[src/design/ctbt_pkg.sv]
// ctbt_pkg: shared types, field widths and conversion helpers for the calendar to bcd block
// used by the channel interfaces and by calendar_to_bcd_time_words_top
`timescale 1ns / 1ps

package ctbt_pkg;

  localparam int YearW = 14;
  localparam int ByteW = 8;
  localparam int YdayW = 9;
  localparam int Word0W = 18;
  localparam int Word1W = 22;
  localparam int Word2W = 22;

  // reciprocal of 100 for a 14-bit dividend: x / 100 == (x * 5243) >> 19
  localparam int RecipW = 13;
  localparam logic [RecipW-1:0] Recip100 = 13'd5243;
  localparam int RecipShift = 19;
  localparam int ProdW = YearW + RecipW;

  typedef struct packed {
    logic [YearW-1:0] year_value;
    logic [ByteW-1:0] month_num;
    logic [ByteW-1:0] day_num;
    logic [ByteW-1:0] weekday_code;
    logic [ByteW-1:0] hour_num;
    logic [ByteW-1:0] minute_num;
    logic [ByteW-1:0] second_num;
    logic             encode_enable_in;
    logic             decode_enable_in;
    logic             pps_clear_enable_in;
  } in_word_t;

  typedef struct packed {
    logic              date_valid;
    logic [Word0W-1:0] year_day_word;
    logic [Word1W-1:0] month_day_week_word;
    logic [Word2W-1:0] hms_word;
    logic              encode_enable_out;
    logic              decode_enable_out;
    logic              pps_clear_enable_out;
  } out_word_t;

  // saturate a byte at 99
  function automatic logic [6:0] clamp99(input logic [7:0] v);
    logic [6:0] r;
    r = (v > 8'd99) ? 7'd99 : v[6:0];
    return r;
  endfunction

  // two-digit bcd of a value at most 99: v / 10 == (v * 205) >> 11
  function automatic logic [7:0] bcd99(input logic [6:0] v);
    logic [14:0] p;
    logic [3:0]  t;
    logic [6:0]  u;
    p = 15'(v) * 15'd205;
    t = p[14:11];
    u = v - 7'(t) * 7'd10;
    return {t, u[3:0]};
  endfunction

  // month length in a common year, zero for codes that name no month
  function automatic logic [4:0] month_len(input logic [3:0] m);
    logic [4:0] r;
    case (m)
      4'd1, 4'd3, 4'd5, 4'd7, 4'd8, 4'd10, 4'd12: r = 5'd31;
      4'd4, 4'd6, 4'd9, 4'd11:                   r = 5'd30;
      4'd2:                                      r = 5'd28;
      default:                                   r = 5'd0;
    endcase
    return r;
  endfunction

  // days in the months before m, common year
  function automatic logic [YdayW-1:0] days_before(input logic [3:0] m);
    logic [YdayW-1:0] r;
    case (m)
      4'd2:    r = 9'd31;
      4'd3:    r = 9'd59;
      4'd4:    r = 9'd90;
      4'd5:    r = 9'd120;
      4'd6:    r = 9'd151;
      4'd7:    r = 9'd181;
      4'd8:    r = 9'd212;
      4'd9:    r = 9'd243;
      4'd10:   r = 9'd273;
      4'd11:   r = 9'd304;
      4'd12:   r = 9'd334;
      default: r = 9'd0;
    endcase
    return r;
  endfunction

endpackage

[src/design/ctbt_in_if.sv]
// ctbt_in_if: valid/ready channel carrying one calendar input word
// depends on ctbt_pkg for the payload type
`timescale 1ns / 1ps

interface ctbt_in_if import ctbt_pkg::*; ();
  logic     valid;
  logic     ready;
  in_word_t payload;

  modport source (output valid, output payload, input ready);
  modport sink   (input valid, input payload, output ready);
endinterface

[src/design/ctbt_out_if.sv]
// ctbt_out_if: valid/ready channel carrying one packed bcd result word
// depends on ctbt_pkg for the payload type
`timescale 1ns / 1ps

interface ctbt_out_if import ctbt_pkg::*; ();
  logic      valid;
  logic      ready;
  out_word_t payload;

  modport source (output valid, output payload, input ready);
  modport sink   (input valid, input payload, output ready);
endinterface

[src/design/calendar_to_bcd_time_words_top.sv]
// calendar_to_bcd_time_words_top: date check, day of year and bcd packing in three stages
// depends on ctbt_pkg, ctbt_in_if and ctbt_out_if
`timescale 1ns / 1ps

// usage
//   in_ch takes one calendar word per handshake: year, month, day, weekday,
//   hour, minute, second and three enable flags
//   out_ch gives exactly one result word per input word, in order: the date
//   valid flag, three packed bcd words and the enable flags; an invalid date
//   still gives a word, with date_valid low and every other field zero
// timing
//   three register stages; a word taken into stage 1 moves through stages 2
//   and 3, and out_ch.valid rises once it sits in the stage-3 output register
//   a new word is accepted every cycle while in_ch.ready is high; the rate is
//   set by the stage-1 multiply by the reciprocal of 100, the stage-2 month
//   table and the stage-3 day-of-year to bcd split, each one register stage deep
// stalls
//   each stage holds a valid bit; a stage loads when it is empty or when the
//   stage after it moves on, so bubbles collapse and a held output word never
//   blocks the earlier stages until all three are full
//   in_ch.ready drops only when every stage holds a word and out_ch.ready is low
// reset
//   rst (synchronous, active high) clears the stage valid bits; data
//   registers are not reset

module calendar_to_bcd_time_words_top import ctbt_pkg::*; (
  input  logic       clk,
  input  logic       rst,
  ctbt_in_if.sink    in_ch,
  ctbt_out_if.source out_ch
);

  // stage valid bits and advance enables
  logic v1, v2, v3;
  logic adv1, adv2, adv3;

  assign adv3 = !v3 || out_ch.ready;
  assign adv2 = !v2 || adv3;
  assign adv1 = !v1 || adv2;
  assign in_ch.ready = adv1;

  // stage 1: range checks, clamps, time bcd, reciprocal product of year
  logic [YearW-1:0] s1_year;
  logic [ProdW-1:0] s1_prod;
  logic [3:0]       s1_month;
  logic [4:0]       s1_day;
  logic             s1_ok;
  logic [7:0]       s1_month_bcd, s1_day_bcd;
  logic [6:0]       s1_week;
  logic [7:0]       s1_hour_bcd, s1_min_bcd, s1_sec_bcd;
  logic [2:0]       s1_flags;

  // stage 2: leap rule, month length check, day of year
  logic             s2_ok;
  logic [YdayW-1:0] s2_yday;
  logic [6:0]       s2_yr2;
  logic [7:0]       s2_month_bcd, s2_day_bcd;
  logic [6:0]       s2_week;
  logic [7:0]       s2_hour_bcd, s2_min_bcd, s2_sec_bcd;
  logic [2:0]       s2_flags;

  // stage 3: output register
  out_word_t s3_word;

  // stage 1 logic
  logic month_ok, day_ok;
  assign month_ok = (in_ch.payload.month_num >= 8'd1) && (in_ch.payload.month_num <= 8'd12);
  assign day_ok   = (in_ch.payload.day_num >= 8'd1) && (in_ch.payload.day_num <= 8'd31);

  always_ff @(posedge clk) begin
    if (rst) begin
      v1 <= 1'b0;
    end else if (adv1) begin
      v1 <= in_ch.valid;
    end
    if (adv1) begin
      s1_year      <= in_ch.payload.year_value;
      s1_prod      <= ProdW'(in_ch.payload.year_value) * ProdW'(Recip100);
      s1_month     <= in_ch.payload.month_num[3:0];
      s1_day       <= in_ch.payload.day_num[4:0];
      s1_ok        <= month_ok && day_ok;
      s1_month_bcd <= bcd99(clamp99(in_ch.payload.month_num));
      s1_day_bcd   <= bcd99(clamp99(in_ch.payload.day_num));
      s1_week      <= in_ch.payload.weekday_code[6:0];
      s1_hour_bcd  <= bcd99(clamp99(in_ch.payload.hour_num));
      s1_min_bcd   <= bcd99(clamp99(in_ch.payload.minute_num));
      s1_sec_bcd   <= bcd99(clamp99(in_ch.payload.second_num));
      s1_flags     <= {in_ch.payload.encode_enable_in, in_ch.payload.decode_enable_in,
                       in_ch.payload.pps_clear_enable_in};
    end
  end

  // stage 2 logic: century count, year mod 100, leap rule, month length and day of year
  logic [7:0]       cent;
  logic [YearW-1:0] yr_rem;
  logic [6:0]       yr2;
  logic             leap;
  logic [4:0]       mlen;
  logic             feb_extra;
  logic [YdayW-1:0] yday;

  assign cent   = s1_prod[RecipShift +: 8];
  assign yr_rem = s1_year - YearW'(cent) * YearW'(100);
  assign yr2    = yr_rem[6:0];
  // divisible by 4 and not by 100, or divisible by 400
  assign leap   = ((s1_year[1:0] == 2'd0) && (yr2 != 7'd0)) ||
                  ((yr2 == 7'd0) && (cent[1:0] == 2'd0));
  assign mlen   = (s1_month == 4'd2 && leap) ? 5'd29 : month_len(s1_month);
  assign feb_extra = leap && (s1_month > 4'd2);
  assign yday   = days_before(s1_month) + YdayW'(s1_day) + YdayW'(feb_extra);

  always_ff @(posedge clk) begin
    if (rst) begin
      v2 <= 1'b0;
    end else if (adv2) begin
      v2 <= v1;
    end
    if (adv2) begin
      s2_ok        <= s1_ok && (s1_day <= mlen);
      s2_yday      <= yday;
      s2_yr2       <= yr2;
      s2_month_bcd <= s1_month_bcd;
      s2_day_bcd   <= s1_day_bcd;
      s2_week      <= s1_week;
      s2_hour_bcd  <= s1_hour_bcd;
      s2_min_bcd   <= s1_min_bcd;
      s2_sec_bcd   <= s1_sec_bcd;
      s2_flags     <= s1_flags;
    end
  end

  // stage 3 logic: day of year to three bcd digits, word packing
  logic [1:0]       hund;
  logic [YdayW-1:0] yd_rem;
  logic [9:0]       yd_bcd;
  out_word_t        word_next;

  always_comb begin
    if (s2_yday >= 9'd300) begin
      hund = 2'd3;
    end else if (s2_yday >= 9'd200) begin
      hund = 2'd2;
    end else if (s2_yday >= 9'd100) begin
      hund = 2'd1;
    end else begin
      hund = 2'd0;
    end
  end

  assign yd_rem = s2_yday - YdayW'(hund) * YdayW'(100);
  assign yd_bcd = {hund, bcd99(yd_rem[6:0])};

  always_comb begin
    word_next = '0;
    if (s2_ok) begin
      word_next.date_valid          = 1'b1;
      word_next.year_day_word       = {bcd99(s2_yr2), yd_bcd};
      // month and day fields overlap on bits 13 and 14 and are ored
      word_next.month_day_week_word = (Word1W'(s2_month_bcd) << 13) |
                                      (Word1W'(s2_day_bcd) << 7) | Word1W'(s2_week);
      word_next.hms_word            = (Word2W'(s2_hour_bcd) << 14) |
                                      (Word2W'(s2_min_bcd) << 7) | Word2W'(s2_sec_bcd);
      word_next.encode_enable_out   = s2_flags[2];
      word_next.decode_enable_out   = s2_flags[1];
      word_next.pps_clear_enable_out = s2_flags[0];
    end
  end

  always_ff @(posedge clk) begin
    if (rst) begin
      v3 <= 1'b0;
    end else if (adv3) begin
      v3 <= v2;
    end
    if (adv3) begin
      s3_word <= word_next;
    end
  end

  assign out_ch.valid   = v3;
  assign out_ch.payload = s3_word;

endmodule

[src/flat_wrapper.sv]
// flat-port wrapper written by rule: the top's interface ports become plain ports
module calendar_to_bcd_time_words_top_flat import ctbt_pkg::*;
  (clk, rst, in_ch_valid, in_ch_payload, in_ch_ready, out_ch_valid, out_ch_payload, out_ch_ready);
  ctbt_in_if in_ch_i ();
  ctbt_out_if out_ch_i ();
  input  logic clk;
  input  logic rst;
  input wire logic [$bits(in_ch_i.valid)-1:0] in_ch_valid;
  input wire logic [$bits(in_ch_i.payload)-1:0] in_ch_payload;
  output wire logic [$bits(in_ch_i.ready)-1:0] in_ch_ready;
  output wire logic [$bits(out_ch_i.valid)-1:0] out_ch_valid;
  output wire logic [$bits(out_ch_i.payload)-1:0] out_ch_payload;
  input wire logic [$bits(out_ch_i.ready)-1:0] out_ch_ready;
  assign in_ch_i.valid = in_ch_valid;
  assign in_ch_i.payload = in_ch_payload;
  assign in_ch_ready = in_ch_i.ready;
  assign out_ch_valid = out_ch_i.valid;
  assign out_ch_payload = out_ch_i.payload;
  assign out_ch_i.ready = out_ch_ready;
  calendar_to_bcd_time_words_top u_core (.clk(clk), .rst(rst), .in_ch(in_ch_i), .out_ch(out_ch_i));
endmodule
[config.mk]
export PLATFORM = sky130hd
export DESIGN_NAME = calendar_to_bcd_time_words_top_flat
export DESIGN_NICKNAME = d
export VERILOG_FILES = /design/src/design/ctbt_pkg.sv /design/src/design/ctbt_in_if.sv /design/src/design/ctbt_out_if.sv /design/src/design/calendar_to_bcd_time_words_top.sv /design/src/flat_wrapper.sv
export SDC_FILE = /design/constraint.sdc
export NUM_CORES = 1
export LEC_CHECK = 0
export ABC_AREA = 0
export BUFFER_PORTS_ARGS = -buffer_cell sky130_fd_sc_hd__buf_2
export CAP_MARGIN = 25
export CORE_ASPECT_RATIO = 1.75
export CORE_MARGIN = 2
export CORE_UTILIZATION = 40
export CTS_CLUSTER_DIAMETER = 80
export DETAILED_ROUTE_END_ITERATION = 8
export MAX_ROUTING_LAYER = met4
export SYNTH_ARGS = -nofsm -noshare
export SYNTH_HDL_FRONTEND = slang
export SYNTH_SLANG_ARGS = --single-unit
[constraint.sdc]
create_clock -name clk -period 7.8 [get_ports clk]
set_input_delay 0.78 -clock clk [delete_from_list [all_inputs] [get_ports clk]]
set_output_delay 0.78 -clock clk [all_outputs]
set_load 0.02 [all_outputs]
Word level (Yosys, flattened, before mapping). Memory sizes are Yosys's and may differ from the RTL's. A register that Yosys moved wholly into a read port is not among the register bits. Index checks and enable logic that the tools add are counted. W data, S select, Z words.

Logic and storage cells: 112. Bits in registers: 230. Memories: 2. Bits of input ports: 69. Output and inout port bits: 68. Bits in read-only memories: 224.

Memories: (name not given) (depth 16, width 9, rd ports 1, clocked after memory_dff 1, write ports 0, line ctbt_pkg.sv:76) `case (m)`; (name not given) (depth 16, width 5, rd ports 1, clocked after memory_dff 1, write ports 0, line ctbt_pkg.sv:64) `case (m)`.

Multiply operators: 17. Reduce and logical (&&, ||, !) cells: 19. $lt $le $gt $ge: 14. Bitwise logic cells: 4. Add/sub/neg operators: 11. Multiplexer cells: 12. Equality and inequality tests: 1.

Operators with widths (number): $mul A7 B8 Y15 const B (7); $mux W66 (1); $gt A8 B7 Y1 const B (5); $mux W7 (5); $mul A4 B3 Y3 const B (7); $sub A4 B4 Y4 (7); $mul A14 B13 Y27 const B (1); $or A22 B15 Y22 (1); $or A22 B7 Y22 (1); $or A22 B8 Y22 (1); $or A21 B15 Y21 (1); $ge A8 B1 Y1 const B (2); $sub A7 B7 Y7 (2); $add A9 B1 Y9 (1); $add A9 B5 Y9 (1); $ge A9 B7 Y1 const B (1); $ge A9 B8 Y1 const B (1); $ge A9 B9 Y1 const B (1); $le A8 B4 Y1 const B (1); $le A8 B5 Y1 const B (1); $logic_and A1 B1 Y1 (8); $mul A8 B5 Y5 const B (1); $mux W4 (2); $logic_not A7 Y1 (1); other kinds (11) (18).

Longest topological paths before layout.
Depth after elaboration: 10. Gate-level depth with buffers: 25. Gate-level depth less buffers: 25.

Least setup slack after synthesis. No wires, ideal clock.

Path kind: register to register. Start: reg u_core.s2_yday[4]. End: reg u_core.s3_word (netlist bit u_core.out_ch.payload[50]), data pin. Setup time: 0.255 ns. Data required time: 7.545 ns. Stages on the path, launching flop included: 24. Period minus slack after synthesis: 5.852 ns. Slack: 1.948 ns. Path buffers: 0. Arrival: 5.598 ns. Cell sequence: edfxtp_1 > o311ai_0 > nand2b_1 > o211ai_1 > ha_1 > fa_1 > nand2b_1 > a21oi_1 > xnor2_1 > ha_1 > ha_1 > fa_1 > inv_1 > fa_1 > inv_1 > ha_1 > a311o_1 > a21boi_1 > o21bai_1 > xor2_1 > fa_1 > xor2_1 > xnor3_1 > and2_1.

Elaborated cells between the ends (all ways): 11. Those cells by class: 2 x add/sub; 3 x mul; 3 x order compare; 3 x mux.

RTL lines: from (decl) (line calendar_to_bcd_time_words_top.sv:55) `logic [YdayW-1:0] s2_yday;`; from (signal assigned) (line calendar_to_bcd_time_words_top.sv:120) `s2_yday <= yday;`; $ge A9 B8 Y1 (line calendar_to_bcd_time_words_top.sv:141) `end else if (s2_yday >= 9'd200) begin`; $mux W2 (line calendar_to_bcd_time_words_top.sv:141); $mux W2 * (line calendar_to_bcd_time_words_top.sv:139) `if (s2_yday >= 9'd300) begin`; via u_core.hund[1] (line calendar_to_bcd_time_words_top.sv:133) `logic [1:0] hund;`; $mul A2 B5 Y5 * (line calendar_to_bcd_time_words_top.sv:150) `assign yd_rem = s2_yday - YdayW'(hund) * YdayW'(100);`; $sub A7 B7 Y7 * (line calendar_to_bcd_time_words_top.sv:150); $mul A7 B8 Y15 * (line ctbt_pkg.sv:55) `p = 15'(v) * 15'd205;`; via u_core.yd_bcd[5] (line calendar_to_bcd_time_words_top.sv:135) `logic [9:0] yd_bcd;`; $mul A4 B3 Y3 * (line ctbt_pkg.sv:57) `u = v - 7'(t) * 7'd10;`; $sub A4 B4 Y4 * (line ctbt_pkg.sv:57); to (signal assigned) (line calendar_to_bcd_time_words_top.sv:176) `s3_word <= word_next;`; to (decl) (line calendar_to_bcd_time_words_top.sv:63) `out_word_t s3_word;`.

Mark *: on every way through the listed nets, which the timed path passes. The rest lies on a longest branch. A chain may end at the register's enable or synchronous reset.

Final worst setup path. Ends and elaborated chain as after synthesis.

==> flow_summary.ini <==
[logic_synthesis]
synth-seq-cells = 219
synth.distinct_cells = 55
syn-num-nets = 1980
synthTopCellsByArea = edfxtp_1 35%, ha_1 26%, fa_1 15%
synth-edff-count = 204
synth.top_cell.area_share_pct = 35.3
ys_async_sr_fraction_pct = 0
yosysTopAreaCell = edfxtp_1
ys_seq_area_share_pct = 37.0
syn-cell-area_um2 = 17400
syn_avg_cell_area_um2 = 12.2
synth-warning-count = 0
synthCells = 1426
post-synth-top-count-cell = ha_1
synth_commonest_cells = 356 x ha_1, 270 x inv_1, 204 x edfxtp_1, 129 x fa_1, 60 x and2_1
synth_ff_type = edfxtp_1

[placed_design]
io_buffers = 134
pre_cts_slack_ns = 1.40
place.gp.congestion = 0.851
hpwlAfterDp_um = 27200

[worst_setup_path]
critPathRequiredTime_ns = 8.06
end_kind = flop
critical_path_class = flop to flop
timing.rr.end = u_core.out_ch.payload[50]
reg2reg_from = u_core.s2_yday[4]
cp-start-kind = flop
arrival_ns = 6.63
r2r_setup_slack_ns = 1.43
slowest_delay_ns = 0.51
worstRegToRegCells = 23
worstPathMaxFanout = 6
path_cells = o311ai_0 > nand2b_1 > o211ai_1 > ha_1 > fa_1 > nand2b_1 > a21oi_1 > xnor2_1 > ha_1 > ha_1 > fa_1 > inv_1 > fa_1 > inv_1 > ha_1 > a311o_1 > a21boi_1 > o21bai_1 > xor2_1 > fa_1 > xor2_1 > xnor3_1 > and2_1
slowest_stage = fa_1

[power_and_ir_drop]
ir_drop_uv = 440
leakage_nw = 9.78
power_density_nw_per_um2 = 370
power_w = 0.00721

[min_path]
min_path_type = flop to flop
min_path_cells = 0
min_from = u_core.s1_flags[2]
hold_path_end = u_core.s2_flags[2]

[detailed_routing]
routed-wl-met2_um = 18800
drt_iter0_drc = 289
wl_met3_um = 1160
vias = 10500
wl_um = 33000
highest_layer = met4
drtPass1Iterations = 5
viasPerCell = 4.84
wl_per_cell_um = 15.2
met1_length_um = 12000
drc_errors = 0
ant_nets = 0

[floorplanning]
ios = 137
fp.dieW_um = 162
initial_core_util_pct = 40.3
die_height_um = 280
rows = 101
fp.dieArea_um2 = 45200
core_um2 = 43100

[sta]
slew_violations = 0
fin_crit_sh_pct = 81.7
setup_viol = 0
hold_violations = 0
finClkSkew_ns = 0.0123
fin_crit_ns = 6.37
max_freq_mhz = 157
worstMarginPinSlew_ns = 0.960
slew_headroom_pct = 34.2
setup_slack_ns = 1.43
fin_setup_tns_ns = 0
grt_setup_unrepaired = no

[layout]
nets = 2130
syn_to_final_growth_pct = 12.1
fill_cells = 3990
final_core_util_pct = 45.2
drive_gt1_share_pct = 12.3

[grt]
gr-usage-all-layers_pct = 15.8
antenna_found_initial = 8
grt-ovfl-total = 0
grt_pass1_vias = 11500
grt_max_degree = 68
grt_pass1_wl_um = 55100

[cts]
clk_pin_slew_worst_paths_ns = 0.06
clkLatencyLatePin_ns = 0.51
postCtsSetupBuffers = 0
clock_path_buffers = 3
clock_sinks = 219
cts_root_buf = clkbuf_16
ctsHoldBuffers = 0
postCtsResizedCells = 0
cts_buffers = 21
cts_tree = built
htreeDepth = 1

[outcome]
run_status = finished clean

[run]
drv_cap = 0
worst max path at each step:
stage	depth (start not counted)	from	end
final	23	u_core.s2_yday[4]	u_core.out_ch.payload[50]
after global routing	22	u_core.s2_yday[4]	u_core.out_ch.payload[50]
after CTS	23	u_core.s2_yday[4]	u_core.out_ch.payload[50]
after detailed placement	23	u_core.s2_yday[4]	u_core.out_ch.payload[50]
after global placement	23	u_core.s2_yday[4]	u_core.out_ch.payload[50]
after floorplan	23	u_core.s2_yday[4]	u_core.out_ch.payload[50]
cells in the final DEF (no fill, tap or decap), drive strengths merged, types with 4 or more instances in the layout:
cell type	instances
clkinv	5
a21o	19
dfxtp	15
nand2b	16
and3	14
o211ai	7
diode	8
and2	60
buf	137
nand2	30
nor2	37
xnor2	50
nand3	11
or2	15
o21a	4
a211oi	4
nand4	4
inv	272
a31oi	7
nor3	8
clkinvlp	4
ha	356
a21oi	50
nor2b	7
o21ai	23
xor2	26
edfxtp	204
mux2i	5
fa	129
clkbuf	25
cell type report:
class                           count  area [um2]  share of cell area (%)
Multi-Input combinational cell    927        9910                    50.9
Sequential cell                   219        6430                    33.0
Inverter                          270        1010                    5.20
Tap cell                          566         708                    3.64
Timing Repair Buffer              137         693                    3.56
Clock buffer                       25         561                    2.88
Clock inverter                     13         138                   0.707
Antenna cell                        8        20.0                   0.103
per-stage QoR:
step                      instances  hold WS [ns]  cell area [um2]
after floorplan                1426         0.400            17400
after global placement         2119         0.400            18800
after detailed placement       2119         0.405            18800
after CTS                      2157         0.409            19500
after global routing           2165         0.415            19500
final                          2165         0.411            19500
flip-flops by register name, summed over array words and instances (netlist names), 7 cells and up, named ones only:
| name | count |
|---|---|
| u_core.s2_day_bcd | 8 |
| u_core.s2_sec_bcd | 8 |
| u_core.s2_week | 7 |
| u_core.s1_week | 7 |
| u_core.s2_min_bcd | 8 |
| u_core.s1_sec_bcd | 8 |
| u_core.s1_hour_bcd | 8 |
| u_core.s2_yday | 9 |
| u_core.out_ch.payload | 65 |
| u_core.s1_min_bcd | 8 |
| u_core.s1_day_bcd | 8 |
| u_core.s1_month_bcd | 8 |
| u_core.s2_hour_bcd | 8 |
| u_core.s2_yr2 | 7 |
| u_core.s2_month_bcd | 8 |
cell families after synthesis:
logic type / Yosys count / share of synthesized area, %
adder cells (fa/ha/maj): 485 / 40.5
buffers and inverters: 280 / 6.08
flip-flops: 219 / 37.0
AND/OR/NAND/NOR: 211 / 6.55
AO/OA/AOI/OAI: 146 / 5.49
XOR/XNOR: 77 / 3.96
multiplexers: 7 / 0.418
other: 1 / 0.0216
power breakdown:
group | switching (W) | internal (W)
Clock | 0.000449 | 0.000587
Sequential | 0.0000896 | 0.00162
Combinational | 0.00237 | 0.00210
critical path: cells and delay by family, from the launching register on:
| family | cells | cell delay (ns) |
|---|---|---|
| AO/OA/AOI/OAI | 6 | 1.59 |
| XOR/XNOR | 4 | 0.77 |
| adder cells (fa/ha/maj) | 8 | 2.78 |
| buffers and inverters | 2 | 0.09 |
| flip-flops | 1 | 0.47 |
| AND/OR/NAND/NOR | 3 | 0.42 |
per-layer routing:
layer	vias to the layer above	GRT usage, %
met5	-	-
li1	5179	-
met4	0	5.75
met3	65	1.92
met1	5073	15.4
met2	164	31.2
Power figures use the tool's default switching activity.
